==> config.mk <==
export PLATFORM = sky130hd
export DESIGN_NAME = i2c_master_transfer_sequencer
export DESIGN_NICKNAME = d
export VERILOG_FILES = /design/src/sv/i2cms_pkg.sv /design/src/sv/i2c_master_transfer_sequencer.sv /design/src/sv/i2cms_ram.sv /design/src/sv/i2cms_ctrl.sv
export SDC_FILE = /design/constraint.sdc
export NUM_CORES = 1
export LEC_CHECK = 0
export BUFFER_PORTS_ARGS = -buffer_cell sky130_fd_sc_hd__buf_2
export CORE_ASPECT_RATIO = 1.75
export CORE_MARGIN = 2
export CORE_UTILIZATION = 50
export DETAILED_ROUTE_END_ITERATION = 7
export PLACE_DENSITY = 0.69
export SETUP_SLACK_MARGIN = 0.05
export SLEW_MARGIN = 20
export SYNTH_ARGS = -nofsm -noshare
export SYNTH_HDL_FRONTEND = slang
export SYNTH_SLANG_ARGS = --single-unit
==> constraint.sdc <==
create_clock -name clk -period 8.9 [get_ports clk]
set_clock_uncertainty 0.15 [all_clocks]
set_input_delay 2.67 -clock clk [delete_from_list [all_inputs] [get_ports clk]]
set_output_delay 2.67 -clock clk [all_outputs]
set_load 0.01 [all_outputs]
==> src/sv/i2cms_pkg.sv <==
// Shared types and codes for the I2C master transfer sequencer.
// Used by i2cms_ctrl and the top level; depends on nothing.
`timescale 1ns / 1ps

package i2cms_pkg;

	// Item kinds on the input channel.
	typedef enum logic [1:0] {
		MODE_LOAD   = 2'd0,
		MODE_START  = 2'd1,
		MODE_STATUS = 2'd2
	} mode_t;

	// Transfer outcome as reported with every result.
	typedef enum logic [2:0] {
		OUT_IDLE      = 3'd0,
		OUT_OK        = 3'd1,
		OUT_NO_DATA   = 3'd2,
		OUT_NACK_DATA = 3'd3,
		OUT_NACK_ADDR = 3'd4,
		OUT_ARB_LOST  = 3'd5
	} outcome_t;

	// Acknowledge control for the next received byte.
	typedef enum logic [1:0] {
		ACK_NONE = 2'd0,
		ACK_ACK  = 2'd1,
		ACK_NACK = 2'd2
	} ack_t;

	// Controller status codes in master mode.
	localparam logic [7:0] ST_START       = 8'h08;
	localparam logic [7:0] ST_RESTART     = 8'h10;
	localparam logic [7:0] ST_SLA_W_ACK   = 8'h18;
	localparam logic [7:0] ST_SLA_W_NACK  = 8'h20;
	localparam logic [7:0] ST_DATA_W_ACK  = 8'h28;
	localparam logic [7:0] ST_DATA_W_NACK = 8'h30;
	localparam logic [7:0] ST_SLA_R_ACK   = 8'h40;
	localparam logic [7:0] ST_SLA_R_NACK  = 8'h48;
	localparam logic [7:0] ST_DATA_R_ACK  = 8'h50;
	localparam logic [7:0] ST_DATA_R_NACK = 8'h58;

	// Configuration register indexes.
	localparam int CFG_IDX_W = 2;
	localparam logic [CFG_IDX_W-1:0] CFG_WRITE_LENGTH = 2'd0;
	localparam logic [CFG_IDX_W-1:0] CFG_READ_LENGTH  = 2'd1;

	// Configuration register contents.
	typedef struct packed {
		logic [3:0] write_length;
		logic [3:0] read_length;
	} cfg_t;

	// Decoded result of one item, without the transmit byte itself.
	typedef struct packed {
		logic       send_valid;
		logic       slot_ok;
		logic       set_start;
		logic       clear_start;
		logic       set_stop;
		ack_t       ack_drive;
		logic       rx_valid;
		logic [3:0] rx_index;
		logic [7:0] rx_data;
		outcome_t   outcome;
	} result_t;

endpackage

==> src/sv/i2c_master_transfer_sequencer.sv <==
// Top level of the I2C master transfer sequencer: config registers, transmit
// buffer RAM, decoder and output register. Depends on i2cms_pkg, i2cms_ram, i2cms_ctrl.
//
//   channel  direction  handshake             payload
//   input    in         in_valid / in_stall   mode load_index load_byte status_code rx_byte
//   output   out        out_valid / out_stall send_* set_* clear_start ack_drive rx_* outcome
//   config   in         cfg_valid / cfg_ready cfg_index cfg_data
//
// One item is accepted per cycle while in_stall is low; its result appears in the
// next cycle, from the output register and the registered read port of the transmit buffer RAM.
// Reset clears the indexes and the outcome and sets the config registers to their
// defaults; the buffer itself is not cleared and needs no clearing pass.
// While a result waits under out_stall, in_stall is raised; otherwise a new
// request is taken in the same cycle that the old result leaves.
`timescale 1ns / 1ps

module i2c_master_transfer_sequencer #(
	parameter int BUF_DEPTH = 16
) (
	input  logic                            clk,
	input  logic                            arst_n,
	input  logic                            in_valid,
	output logic                            in_stall,
	input  logic [1:0]                      mode,
	input  logic [3:0]                      load_index,
	input  logic [7:0]                      load_byte,
	input  logic [7:0]                      status_code,
	input  logic [7:0]                      rx_byte,
	output logic                            out_valid,
	input  logic                            out_stall,
	output logic                            send_valid,
	output logic [7:0]                      send_byte,
	output logic                            set_start,
	output logic                            clear_start,
	output logic                            set_stop,
	output logic [1:0]                      ack_drive,
	output logic                            rx_valid,
	output logic [3:0]                      rx_index,
	output logic [7:0]                      rx_data,
	output logic [2:0]                      outcome,
	input  logic                            cfg_valid,
	output logic                            cfg_ready,
	input  logic [i2cms_pkg::CFG_IDX_W-1:0] cfg_index,
	input  logic [3:0]                      cfg_data
);

	localparam int AW = $clog2(BUF_DEPTH);

	i2cms_pkg::cfg_t    cfg_q;
	i2cms_pkg::result_t res_d;
	i2cms_pkg::result_t res_s1;
	logic               valid_s1;
	logic               accept;
	logic               ram_we;
	logic [AW-1:0]      ram_waddr;
	logic [AW-1:0]      ram_raddr;
	logic [7:0]         ram_rdata;

	// Input handshake: hold off only while a result is stuck at the output.
	assign in_stall = valid_s1 && out_stall;
	assign accept   = in_valid && !in_stall;

	// Configuration registers take a write in any cycle.
	assign cfg_ready = 1'b1;

	always_ff @(posedge clk or negedge arst_n) begin
		if (!arst_n) begin
			cfg_q.write_length <= 4'd1;
			cfg_q.read_length  <= 4'd0;
		end else if (cfg_valid && cfg_ready) begin
			if (cfg_index == i2cms_pkg::CFG_WRITE_LENGTH) begin
				cfg_q.write_length <= cfg_data;
			end else if (cfg_index == i2cms_pkg::CFG_READ_LENGTH) begin
				cfg_q.read_length <= cfg_data;
			end
		end
	end

	// Loads beyond the buffer depth are ignored.
	assign ram_we    = accept && (mode == i2cms_pkg::MODE_LOAD)
	                   && (32'(load_index) < BUF_DEPTH);
	assign ram_waddr = AW'(load_index);

	i2cms_ram #(
		.WIDTH(8),
		.DEPTH(BUF_DEPTH)
	) u_tx_buffer (
		.clk  (clk),
		.we   (ram_we),
		.waddr(ram_waddr),
		.wdata(load_byte),
		.re   (accept),
		.raddr(ram_raddr),
		.rdata(ram_rdata)
	);

	i2cms_ctrl #(
		.BUF_DEPTH(BUF_DEPTH)
	) u_ctrl (
		.clk        (clk),
		.arst_n     (arst_n),
		.accept     (accept),
		.mode       (mode),
		.status_code(status_code),
		.rx_byte    (rx_byte),
		.cfg        (cfg_q),
		.rd_addr    (ram_raddr),
		.res        (res_d)
	);

	// Output register; the read data of the RAM lines up with it.
	always_ff @(posedge clk or negedge arst_n) begin
		if (!arst_n) begin
			valid_s1 <= 1'b0;
		end else if (!in_stall) begin
			valid_s1 <= in_valid;
		end
	end

	always_ff @(posedge clk) begin
		if (accept) begin
			res_s1 <= res_d;
		end
	end

	assign out_valid   = valid_s1;
	assign send_valid  = res_s1.send_valid;
	assign send_byte   = (res_s1.send_valid && res_s1.slot_ok) ? ram_rdata : 8'd0;
	assign set_start   = res_s1.set_start;
	assign clear_start = res_s1.clear_start;
	assign set_stop    = res_s1.set_stop;
	assign ack_drive   = res_s1.ack_drive;
	assign rx_valid    = res_s1.rx_valid;
	assign rx_index    = res_s1.rx_index;
	assign rx_data     = res_s1.rx_data;
	assign outcome     = res_s1.outcome;

	// Every accepted request yields a result in the next cycle.
	a_accept_to_result: assert property (@(posedge clk) disable iff (!arst_n)
		accept |=> valid_s1)
		else $error("accepted request produced no result");

	// A stalled result keeps its content and the RAM read data under it.
	a_stall_holds: assert property (@(posedge clk) disable iff (!arst_n)
		valid_s1 && out_stall |=> $stable(res_s1) && $stable(ram_rdata))
		else $error("stalled result changed");

	// A result never both sends a byte and delivers a received one.
	a_send_or_rx: assert property (@(posedge clk) disable iff (!arst_n)
		valid_s1 |-> !(res_s1.send_valid && res_s1.rx_valid))
		else $error("send and receive in one result");

	// START and STOP are never requested together.
	a_start_stop: assert property (@(posedge clk) disable iff (!arst_n)
		valid_s1 |-> !(res_s1.set_start && res_s1.set_stop))
		else $error("START and STOP in one result");

endmodule

==> src/sv/i2cms_ram.sv <==
// Generic single-port-write, single-port-read RAM with registered read data.
// Stand-alone; holds the transmit buffer of the sequencer.
`timescale 1ns / 1ps

module i2cms_ram #(
	parameter int WIDTH = 8,
	parameter int DEPTH = 16
) (
	input  logic                     clk,
	input  logic                     we,
	input  logic [$clog2(DEPTH)-1:0] waddr,
	input  logic [WIDTH-1:0]         wdata,
	input  logic                     re,
	input  logic [$clog2(DEPTH)-1:0] raddr,
	output logic [WIDTH-1:0]         rdata
);

	logic [WIDTH-1:0] mem_q [DEPTH];
	logic [WIDTH-1:0] rdata_q;

	// Write port and registered read port; read data holds when re is low.
	always_ff @(posedge clk) begin
		if (we) begin
			mem_q[waddr] <= wdata;
		end
		if (re) begin
			rdata_q <= mem_q[raddr];
		end
	end

	assign rdata = rdata_q;

endmodule

==> src/sv/i2cms_ctrl.sv <==
// Status-code decoder with the write index, read index and outcome registers.
// Depends on i2cms_pkg; drives the transmit buffer read address.
`timescale 1ns / 1ps

module i2cms_ctrl #(
	parameter int BUF_DEPTH = 16
) (
	input  logic                         clk,
	input  logic                         arst_n,
	input  logic                         accept,
	input  logic [1:0]                   mode,
	input  logic [7:0]                   status_code,
	input  logic [7:0]                   rx_byte,
	input  i2cms_pkg::cfg_t              cfg,
	output logic [$clog2(BUF_DEPTH)-1:0] rd_addr,
	output i2cms_pkg::result_t           res
);

	localparam int AW = $clog2(BUF_DEPTH);
	localparam int IW = $clog2(BUF_DEPTH + 1);
	localparam int CW = (IW + 1 > 5) ? IW + 1 : 5;
	localparam logic [IW-1:0] DEPTH_I = IW'(BUF_DEPTH);

	logic [IW-1:0] write_index_q, write_index_d;
	logic [IW-1:0] read_index_q, read_index_d;
	i2cms_pkg::outcome_t outcome_q, outcome_d;

	logic [IW-1:0] slot_idx;
	logic [IW-1:0] wi_bump;
	logic [IW-1:0] ri_bump;
	logic [CW-1:0] ri_plus;
	logic          ack_bump;
	logic          ack_keep;

	// Saturating increments and the ACK test before and after a receive.
	always_comb begin
		wi_bump  = (write_index_q < DEPTH_I) ? write_index_q + 1'b1 : DEPTH_I;
		ri_bump  = (read_index_q < DEPTH_I) ? read_index_q + 1'b1 : DEPTH_I;
		ri_plus  = CW'(read_index_q) + 1'b1;
		ack_keep = ri_plus < CW'(cfg.read_length);
		ack_bump = (CW'(ri_bump) + 1'b1) < CW'(cfg.read_length);
	end

	// Decode of one item into the next state and the result fields.
	always_comb begin
		write_index_d = write_index_q;
		read_index_d  = read_index_q;
		outcome_d     = outcome_q;
		slot_idx      = write_index_q;
		res           = '0;
		unique case (i2cms_pkg::mode_t'(mode))
			i2cms_pkg::MODE_LOAD: begin
			end
			i2cms_pkg::MODE_START: begin
				outcome_d     = i2cms_pkg::OUT_IDLE;
				res.set_start = 1'b1;
			end
			i2cms_pkg::MODE_STATUS: begin
				unique case (status_code)
					i2cms_pkg::ST_START: begin
						slot_idx        = '0;
						res.send_valid  = 1'b1;
						write_index_d   = IW'(1);
						res.clear_start = 1'b1;
					end
					i2cms_pkg::ST_RESTART: begin
						read_index_d    = '0;
						res.send_valid  = 1'b1;
						write_index_d   = wi_bump;
						res.clear_start = 1'b1;
					end
					i2cms_pkg::ST_SLA_W_ACK: begin
						if (cfg.write_length == 4'd1) begin
							res.set_stop = 1'b1;
							outcome_d    = i2cms_pkg::OUT_NO_DATA;
						end else begin
							res.send_valid = 1'b1;
							write_index_d  = wi_bump;
						end
					end
					i2cms_pkg::ST_DATA_W_ACK: begin
						if (CW'(write_index_q) < CW'(cfg.write_length)) begin
							res.send_valid = 1'b1;
							write_index_d  = wi_bump;
						end else if (cfg.read_length != 4'd0) begin
							res.set_start = 1'b1;
						end else begin
							res.set_stop = 1'b1;
							outcome_d    = i2cms_pkg::OUT_OK;
						end
					end
					i2cms_pkg::ST_DATA_W_NACK: begin
						res.set_stop = 1'b1;
						outcome_d    = i2cms_pkg::OUT_NACK_DATA;
					end
					i2cms_pkg::ST_SLA_R_ACK: begin
						res.ack_drive = ack_keep ? i2cms_pkg::ACK_ACK : i2cms_pkg::ACK_NACK;
					end
					i2cms_pkg::ST_DATA_R_ACK, i2cms_pkg::ST_DATA_R_NACK: begin
						// A byte beyond the buffer depth is dropped.
						if (read_index_q < DEPTH_I) begin
							res.rx_valid = 1'b1;
							res.rx_index = 4'(CW'(read_index_q));
							res.rx_data  = rx_byte;
						end
						read_index_d = ri_bump;
						if (status_code == i2cms_pkg::ST_DATA_R_ACK) begin
							res.ack_drive = ack_bump ? i2cms_pkg::ACK_ACK
							                         : i2cms_pkg::ACK_NACK;
						end else begin
							res.set_stop = 1'b1;
							outcome_d    = i2cms_pkg::OUT_OK;
						end
					end
					i2cms_pkg::ST_SLA_W_NACK, i2cms_pkg::ST_SLA_R_NACK: begin
						res.set_stop = 1'b1;
						outcome_d    = i2cms_pkg::OUT_NACK_ADDR;
					end
					default: begin
						outcome_d = i2cms_pkg::OUT_ARB_LOST;
					end
				endcase
			end
			default: begin
			end
		endcase
		res.slot_ok = slot_idx < DEPTH_I;
		res.outcome = outcome_d;
	end

	assign rd_addr = slot_idx[AW-1:0];

	// State registers advance only on an accepted item.
	always_ff @(posedge clk or negedge arst_n) begin
		if (!arst_n) begin
			write_index_q <= '0;
			read_index_q  <= '0;
			outcome_q     <= i2cms_pkg::OUT_IDLE;
		end else if (accept) begin
			write_index_q <= write_index_d;
			read_index_q  <= read_index_d;
			outcome_q     <= outcome_d;
		end
	end

endmodule

==> flow_metrics.env, run 1 <==
export IMPL_status="complete, no violations"
export IMPL_cap_violations=0
export IMPL_layout_drive_gt1_share=0.2131
export IMPL_crit_arrival_ps=3040
export IMPL_p_per_area_nw_per_um2=198.6
export IMPL_cp_num_buf_inv=3
export IMPL_nFillCells=1308
export IMPL_route_detailed_wl_per_inst_um=21.11
export IMPL_syn_inst=642
export IMPL_synth_edf_count=159
export IMPL_crit_chain="buf_2, nand2_1, inv_1, buf_2"
export IMPL_endpoint_kind="primary output"
export IMPL_yosys_warnings=0
export IMPL_viasPerCell=5.971
export IMPL_cp_start_kind="primary input"
export IMPL_hpwlAfterDp_um=13750
export IMPL_grt_antenna_before_repair=0
export IMPL_syn_nets=699
export IMPL_ioPinCount=74
export IMPL_slowest_delay_ps=130
export IMPL_post_dp_cell_area_um2=8810
export IMPL_cts_tree="yes"
export IMPL_antenna_cells=0
export IMPL_worst_pin_slew_ps=1046
export IMPL_avgSynthCellArea_um2=13.06
export IMPL_crit_type="primary input to primary output"
export IMPL_grt_pass1_wl_um=30590
export IMPL_finalCritPeriodShare=0.6582
export IMPL_cts_max_level=4
export IMPL_dr_total_vias=5541
export IMPL_hold_class="flip-flop to flip-flop"
export IMPL_drc=0
export IMPL_maxSlewHeadroom=0.2926
export IMPL_crit_fanout=2
export IMPL_cts_buffer_depth=2
export IMPL_tns_ps=0
export IMPL_fin_area_um2=9447
export IMPL_nets=748
export IMPL_die_w_um=101.9
export IMPL_postRouteAntennaNets=0
export IMPL_crit_family="buffers and inverters"
export IMPL_portBuffers=72
export IMPL_timing_final_ws_setup_ps=3042
export IMPL_cts_buffers=17
export IMPL_ys_seq_area_frac=0.6355
export IMPL_ys_async_sr_fraction=0.1215
export IMPL_grtUsageTotal=0.2295
export IMPL_clockRootBuffer="clkbuf_16"
export IMPL_synth_area_um2=8382
export IMPL_holdWs_ps=406.7
export IMPL_dr_first_iter_drc_count=364
export IMPL_grt_pass1_vias=5676
export IMPL_die_height_um=175.3
export IMPL_synthFlopType="edfxtp_1"
export IMPL_clk_pin_slew_worst_paths_ps=70
export IMPL_ys_ff_latch=181
export IMPL_core_area_um2=16450
export IMPL_max_freq_mhz=170.7
export IMPL_min_period_ps=5858
export IMPL_synth_distinct_cells=72
export IMPL_drv_slew=0
export IMPL_cts_hold_buffers=0
export IMPL_routed_wl_um=19590
export IMPL_hold_violations=0
export IMPL_cts_num_sinks=181
export IMPL_setup_violations_final=0
export IMPL_area_delta_synth_final_pct=12.70
export IMPL_grt_max_degree=61
export IMPL_gp_congestion=0.9325
export IMPL_postCtsSetupBuffers=0
export IMPL_vdd_drop_max_uv=143.2
export IMPL_fp_dieArea_um2=17860
export IMPL_rsz0062_at_grt="false"
export IMPL_drt_pass1_iter_count=6
export IMPL_critPathRequiredTime_ps=6080
export IMPL_core_rowCount=62
export IMPL_dp_slack_ps=3037
export IMPL_leakagePower_uw=0.003515
export IMPL_grt_overflow_total=0
export IMPL_post_route_util=0.5744
export IMPL_cts_resized=0
export IMPL_crit_top_cell="buf_2"
export IMPL_start_util=0.5097
export IMPL_crit_path_top_delay_cell="buf_2"
export IMPL_clkLatencyLatePin_ps=430
[per-stage QoR]
stage	total power (µW)	std cells
3_3_place_gp	1123	896
6_report	1876	928
5_1_grt	1935	928
4_1_cts	1886	928
2_1_floorplan	1072	642
3_5_place_dp	1130	896
[placed cells by master, fill, tap and decap left out, types with 9 or more instances in the layout]
cell and instances:
a21oi_1 40, and2_1 13, and3_1 9, buf_2 72, clkbuf_16 17, dfrtp_1 20
edfxtp_1 159, ha_1 16, inv_1 28, mux2i_1 14, mux4_2 9, nand2_1 41
nand3_1 10, nor2_1 40, nor2b_1 9, nor3_1 14, o21ai_0 24, o32ai_1 14
[worst paths after layout]
path | end | from | slack (ps) | cells after the start
max reg2reg | set_stop$_SDFFCE_PN0P_ | u_ctrl.write_index_q[0]$_DFFE_PN0P_ | 5950 | 6
max in group asynchronous | u_ctrl.write_index_q[0]$_DFFE_PN0P_ | arst_n | 6110 | 1
min in group asynchronous | out_valid$_DFFE_PN0N_ | arst_n | 2080 | 1
min | u_ctrl.outcome_q[1]$_DFFE_PN0P_ | u_ctrl.outcome_q[1]$_DFFE_PN0P_ | 410 | 2
max | in_stall | out_stall | 3040 | 4
min reg2reg | u_ctrl.outcome_q[1]$_DFFE_PN0P_ | u_ctrl.outcome_q[1]$_DFFE_PN0P_ | 410 | 2
[where the power goes]
part	leakage, µW	internal [µW]	total, µW	switching (µW)
logic	0.00149	58.8	157	98.4
registers	0.00173	943	955	11.6
clock network	0.000301	386	764	378
[tightest hold or removal path: cells and delay by family (launching register included)]
| family | cells | cell delay, ps |
|---|---|---|
| flops | 1 | 380 |
| compound gates | 1 | 80 |
| simple gates | 1 | 60 |
[layout make-up]
| type | count | area [µm²] | share of cell area |
|---|---|---|---|
| Tap cell | 224 | 280.3 | 0.02967 |
| Clock inverter | 15 | 195.2 | 0.02066 |
| Multi-Input combinational cell | 385 | 2708 | 0.2866 |
| Inverter | 28 | 105.1 | 0.01113 |
| Clock buffer | 17 | 425.4 | 0.04503 |
| Sequential cell | 181 | 5328 | 0.5640 |
| Timing Repair Buffer | 78 | 405.4 | 0.04291 |
[logic make-up (layout without fill, tap and decap cells)]
logic type      Yosys count  count (layout)  share of synthesized area
simple gates            185             185                     0.1149
flops                   181             181                     0.6355
compound gates          149             149                     0.1239
buf+inv                  76             138                    0.04672
mux                      29              29                    0.04941
fa+ha+maj                16              16                    0.02388
xor+xnor                  5               5                   0.005226
other cells               1               1                  0.0004474
[layer usage]
layer  GRT usage  routed length, µm  up-vias
met4      0.1356               1197        0
li1            -                  -     2533
met2      0.4068              10550      251
met1      0.2519               6847     2695
met3     0.03741                993       62
met5           0                  0        -
[registers in the layout, summed over array words and instances (netlist names)]
name                  cells
rx_data                   8
set_start                 1
ack_drive                 2
res_s1                    1
u_ctrl.write_index_q      5
u_ctrl.outcome_q          3
u_tx_buffer.rdata         8
u_ctrl.read_index_q       5
outcome                   3
cfg_q                     8
set_stop                  1
u_tx_buffer.mem_q       128
out_valid                 1
rx_index                  4
clear_start               1
rx_valid                  1
send_valid                1
[Yosys cell counts, types with 8 or more instances]
cell type  number  area (µm²)
nand2b_1        8       50.05
nand2_1        41       153.9
nand3_1        10       50.05
inv_1          28       105.1
o21ai_0        24       120.1
ha_1           16       200.2
nor2b_1         9       56.30
and3_1          9       56.30
a21oi_1        40       200.2
buf_4          18       135.1
o32ai_1        14       122.6
a22oi_1         8       60.06
dfrtp_1        21       525.5
edfxtp_1      159        4775
mux4_2          9       202.7
nor3_1         18       90.09
clkbuf_1       18       67.56
and2_1         13       81.33
nor2_1         40       150.1
mux2i_1        14       140.1
Note: power is estimated with default switching activity, not from simulation.
==> run 2, diff against run 1 <==
Settings changed: PLACE_DENSITY 0.69 to 0.71.
Clock period 8.9 ns to 5.16 ns, I/O delays scaled along.
==> run 2 against run 1 <==
Clock power up 61%. Sequential power up 73%. Sequential cell count unchanged. Die area unchanged. Via count up 2.5%. Register-to-register slack worse by 3600 ps. Power up 68%. Global-route usage down 0.25 points. Wire length down 0.20%. Worst hold slack worse by 1.3 ps.
==> flow_metrics.env, run 2 (same netlist as run 1, synthesis figures left out) <==
export IMPL_grt_overflow_total=0
export IMPL_cts_hold_buffers=0
export IMPL_cts_tree="yes"
export IMPL_critPathRequiredTime_ps=5310
export IMPL_cts_max_level=4
export IMPL_cts_resized=0
export IMPL_clkLatencyLatePin_ps=430
export IMPL_cp_start_kind="primary input"
export IMPL_regMostFlops="u_tx_buffer.mem_q"
export IMPL_drt_pass1_iter_count=6
export IMPL_gp_congestion=0.9315
export IMPL_rsz0062_at_grt="false"
export IMPL_hold_violations=0
export IMPL_r2r_cells=9
export IMPL_grt_max_degree=60
export IMPL_routed_wl_um=19550
export IMPL_post_dp_cell_area_um2=8830
export IMPL_dr_total_vias=5682
export IMPL_setup_violations_final=0
export IMPL_grt_pass1_vias=5738
export IMPL_clockRootBuffer="clkbuf_16"
export IMPL_min_period_ps=3818
export IMPL_leakagePower_uw=0.003510
export IMPL_report_power_total_uw=3144
export IMPL_viasPerCell=6.097
export IMPL_cts_buffer_depth=2
export IMPL_start_util=0.5097
export IMPL_postCtsSetupBuffers=0
export IMPL_crit_fanout=22
export IMPL_max_freq_mhz=261.9
export IMPL_largest_register_ffs=128
export IMPL_dr_first_iter_drc_count=505
export IMPL_fin_area_um2=9405
export IMPL_vdd_drop_max_uv=214.1
export IMPL_route_detailed_wl_per_inst_um=20.97
export IMPL_grtUsageTotal=0.2270
export IMPL_drc=0
export IMPL_min_path_cells=2
export IMPL_nets=752
export IMPL_status="complete, no violations"
export IMPL_portBuffers=72
export IMPL_ioPinCount=74
export IMPL_crit_type="primary input to flip-flop"
export IMPL_finalCritPeriodShare=0.7400
export IMPL_cap_violations=0
export IMPL_antenna_cells=0
export IMPL_core_rowCount=62
export IMPL_layout_drive_gt1_share=0.2119
export IMPL_cts_num_sinks=181
export IMPL_mostFrequentLayoutCells="edfxtp_1, buf_2, nand2_1"
export IMPL_final_common_cell="edfxtp_1"
export IMPL_hpwlAfterDp_um=13800
export IMPL_tns_ps=0
export IMPL_postRouteAntennaNets=0
export IMPL_die_w_um=101.9
export IMPL_drv_slew=0
export IMPL_crit_arrival_ps=3970
export IMPL_nFillCells=1342
export IMPL_grt_pass1_wl_um=30100
export IMPL_p_per_area_nw_per_um2=334.3
export IMPL_grt_antenna_before_repair=0
export IMPL_core_area_um2=16450
export IMPL_worst_pin_slew_ps=1033
export IMPL_hold_class="flip-flop to flip-flop"
export IMPL_area_delta_synth_final_pct=12.21
export IMPL_clk_pin_slew_worst_paths_ps=70
export IMPL_endpoint_kind="flip-flop"
export IMPL_maxSlewHeadroom=0.3087
export IMPL_fp_dieArea_um2=17860
export IMPL_cts_buffers=17
export IMPL_die_height_um=175.3
-- run 2: cell types whose count changed in the layout (fill, tap and decap cells not counted), sizes merged --
| cell | before | now |
|---|---|---|
| buf | 78 | 82 |
| clkinv | 8 | 6 |
| clkbuf | 17 | 18 |
| clkinvlp | 0 | 1 |
-- run 2: critical path, cell delays in order --
cell,delay (ps)
buf_2,110
inv_1,70
ha_1,410
nor3b_1,240
buf_4,190
and3_1,710
nor3_1,150
o32ai_1,380
a211o_1,160
-- run 2: worst paths after layout --
path | start | end | slack, ps
min reg2reg | u_ctrl.outcome_q[1]$_DFFE_PN0P_ | u_ctrl.outcome_q[1]$_DFFE_PN0P_ | 410
max reg2reg | u_ctrl.read_index_q[0]$_DFFE_PN0P_ | ack_drive[1]$_SDFFCE_PN0P_ | 2310
min in group asynchronous | arst_n | cfg_q[1]$_DFFE_PN0P_ | 950
max | mode[0] | u_tx_buffer.rdata[2]$_DFFE_PP_ | 1340
max in group asynchronous | arst_n | u_ctrl.write_index_q[0]$_DFFE_PN0P_ | 3530
min | u_ctrl.outcome_q[1]$_DFFE_PN0P_ | u_ctrl.outcome_q[1]$_DFFE_PN0P_ | 410
-- run 2: cell type report --
class | count | area [µm²] | area share
well taps | 224 | 280.3 | 0.02980
multi-input cells | 385 | 2693 | 0.2863
inverters | 28 | 105.1 | 0.01117
clock inverters | 14 | 135.1 | 0.01437
clock buffers | 18 | 429.2 | 0.04563
repair buffers | 82 | 435.4 | 0.04630
flip-flops and latches | 181 | 5328 | 0.5664
-- run 2: report_power, final --
group,switching [µW],total [µW],internal [µW]
clock,586,1230,640
sequential,21.6,1650,1630
combinational,167,270,102
total,775,3140,2370
-- run 2: per-layer routing --
metal  vias to the layer above  share of wire  wire length, µm  track usage
li1                       2546              -                -            -
met1                      2806           0.35             6811       0.2437
met2                       253           0.55            10700       0.4112
met3                        77          0.049              951      0.03422
met4                         0          0.055             1080       0.1311
met5                         -              0                0            0
-- run 2: through the flow --
stage               setup slack, ps  hold WS (ps)  instances  utilization
global route                   1053         439.8        932       0.5719
finish                         1342         405.5        932       0.5719
detailed placement            964.0         392.6        900       0.5369
global placement              952.3         375.3        900       0.5365
floorplan                     803.9         345.5        642            -
CTS                            1377         409.0        932       0.5712
==> run 3, diff against run 2 <==
Clock period 5.16 ns to 3.1 ns, I/O delays scaled along.
==> run 3 against run 2 <==
Wire length fell by 0.18%. Cell count rose by 4.0%. Setup slack got worse by 1000 ps. First-iteration DRC count rose by 6.5%. Critical path depth did not move. Global-route usage barely moved. Worst hold slack got worse by 76 ps. Count of clock-buffer cells in the layout did not move. Register-to-register slack got worse by 2000 ps. Via count rose by 0.83%. Sequential cell count did not move. Power rose by 71%. Critical path type is now flip-flop to flip-flop.
==> flow_metrics.env, run 3 (same netlist as run 1, synthesis figures left out) <==
export IMPL_status="complete, no violations"
export IMPL_slowest_delay_ps=450
export IMPL_intPower_uw=4113
export IMPL_cts_max_level=4
export IMPL_viasPerCell=5.912
export IMPL_maxSlewHeadroom=0.5226
export IMPL_setup_violations_final=0
export IMPL_timing_rr_start="u_ctrl.read_index_q[0]$_DFFE_PN0P_"
export IMPL_drc=0
export IMPL_dp_cells=937
export IMPL_leakagePower_uw=0.003721
export IMPL_grt_pass1_wl_um=30240
export IMPL_min_period_ps=2788
export IMPL_hpwlAfterDp_um=14060
export IMPL_cts_buffers=17
export IMPL_grt_max_degree=46
export IMPL_endpoint_kind="flip-flop"
export IMPL_multi_input_area_um2=2706
export IMPL_core_rowCount=62
export IMPL_route_detailed_wl_per_inst_um=20.14
export IMPL_grt_antenna_before_repair=0
export IMPL_area_delta_synth_final_pct=16.17
export IMPL_cts_buffer_depth=2
export IMPL_rsz0062_at_grt="false"
export IMPL_cts_num_sinks=181
export IMPL_nFillCells=1346
export IMPL_cts_hold_buffers=0
export IMPL_crit_type="flip-flop to flip-flop"
export IMPL_drv_slew=0
export IMPL_ioPinCount=74
export IMPL_hold_class="primary input to async pin"
export IMPL_cts_tree="yes"
export IMPL_die_height_um=175.3
export IMPL_max_freq_mhz=358.7
export IMPL_reg2reg_to="ack_drive[1]$_SDFFCE_PN0P_"
export IMPL_r2r_cells=9
export IMPL_timing_final_ws_setup_ps=311.8
export IMPL_antenna_cells=0
export IMPL_layout_drive_gt1_share=0.2523
export IMPL_die_w_um=101.9
export IMPL_switchingPower_uw=1250
export IMPL_finalCritPeriodShare=0.8994
export IMPL_crit_fanout=7
export IMPL_dr_first_iter_drc_count=538
export IMPL_regMostFlops="u_tx_buffer.mem_q"
export IMPL_critPathRequiredTime_ps=3140
export IMPL_clkPwrFrac=0.400
export IMPL_p_seq_frac=0.511
export IMPL_cts_resized=0
export IMPL_postRouteAntennaNets=0
export IMPL_gp_congestion=0.9354
export IMPL_nets=789
export IMPL_routed_wl_um=19510
export IMPL_start_util=0.5097
export IMPL_clk_pin_slew_worst_paths_ps=70
export IMPL_p_per_area_nw_per_um2=550.8
export IMPL_largest_register_ffs=128
export IMPL_seq_area_um2=5328
export IMPL_clkLatencyLatePin_ps=430
export IMPL_grt_pass1_vias=5876
export IMPL_postCtsSetupBuffers=0
export IMPL_report_power_total_uw=5363
export IMPL_mostFrequentLayoutCells="edfxtp_1, buf_2, buf_4"
export IMPL_cp_start_kind="flip-flop"
export IMPL_dp_slack_ps=17.23
export IMPL_crit_top_cell="ha_1"
export IMPL_final_common_cell="edfxtp_1"
export IMPL_p_sw_frac=0.2331
export IMPL_crit_path_top_delay_cell="dfrtp_1"
export IMPL_portBuffers=72
export IMPL_crit_chain="ha_1, nor2b_1, ha_1, xor2_1, ha_1, o21ai_0, a21oi_1, a2111o_1, and3b_1"
export IMPL_grt_overflow_total=0
export IMPL_rrSetupSlack_ps=310
export IMPL_fp_dieArea_um2=17860
export IMPL_combPwrFrac=0.089
export IMPL_hold_violations=0
export IMPL_clockRootBuffer="clkbuf_16"
export IMPL_cap_violations=0
export IMPL_core_area_um2=16450
export IMPL_crit_arrival_ps=2830
export IMPL_vdd_drop_max_uv=383.4
export IMPL_drt_pass1_iter_count=5
export IMPL_dr_total_vias=5729
export IMPL_fin_cells=969
export IMPL_grtUsageTotal=0.2267
export IMPL_worst_pin_slew_ps=716.1
export IMPL_post_route_util=0.5921
run 3: layout make-up:
| cell class | instances | area share |
|---|---|---|
| clock buffer | 18 | 0.04408 |
| inverter | 28 | 0.01079 |
| tap | 224 | 0.02878 |
| clock inverter | 14 | 0.01671 |
| sequential | 181 | 0.5472 |
| timing repair buffer | 119 | 0.07453 |
| multi-input combinational | 385 | 0.2779 |
run 3: power groups by stage:
stage	logic, µW	clock network [µW]	registers (µW)
2_1_floorplan	291	0	2790
3_3_place_gp	460	0	2790
3_5_place_dp	477	0	2790
4_1_cts	479	2180	2740
5_1_grt	529	2270	2750
6_report	479	2140	2740
run 3: through the flow:
| stage | TNS [ps] | cell area (µm²) | hold slack [ps] |
|---|---|---|---|
| after CTS | 0 | 9737 | 341.7 |
| after floorplan | -399.2 | 8424 | 345.5 |
| after global placement | 0 | 9145 | 370.8 |
| final | 0 | 9737 | 329.1 |
| after detailed placement | 0 | 9145 | 392.2 |
| after global routing | 0 | 9737 | 362.8 |
run 3: worst max-delay path, delay by kind of cell, from the launching register on:
family | cells | cell delay [ps]
compound gates | 3 | 560
simple gates | 2 | 340
xor+xnor | 1 | 170
flops | 1 | 450
fa+ha+maj | 3 | 860
run 3: per-layer routing:
layer | share of wire | track usage
met5 | 0 | 0
met4 | 0.053 | 0.1439
met3 | 0.043 | 0.03223
met2 | 0.55 | 0.4134
met1 | 0.35 | 0.2359
run 3: worst max path at each step:
stage	start	to	slack, ps	cells past startpoint
final	u_ctrl.read_index_q[0]$_DFFE_PN0P_	ack_drive[1]$_SDFFCE_PN0P_	310	9
after global routing	u_ctrl.read_index_q[0]$_DFFE_PN0P_	ack_drive[1]$_SDFFCE_PN0P_	100	9
after CTS	u_ctrl.read_index_q[0]$_DFFE_PN0P_	ack_drive[1]$_SDFFCE_PN0P_	310	9
after detailed placement	mode[0]	u_tx_buffer.rdata[3]$_DFFE_PP_	20	10
after global placement	status_code[7]	u_tx_buffer.rdata[1]$_DFFE_PP_	20	8
after floorplan	in_valid	u_tx_buffer.mem_q[3][0]$_DFFE_PP_	-20	4
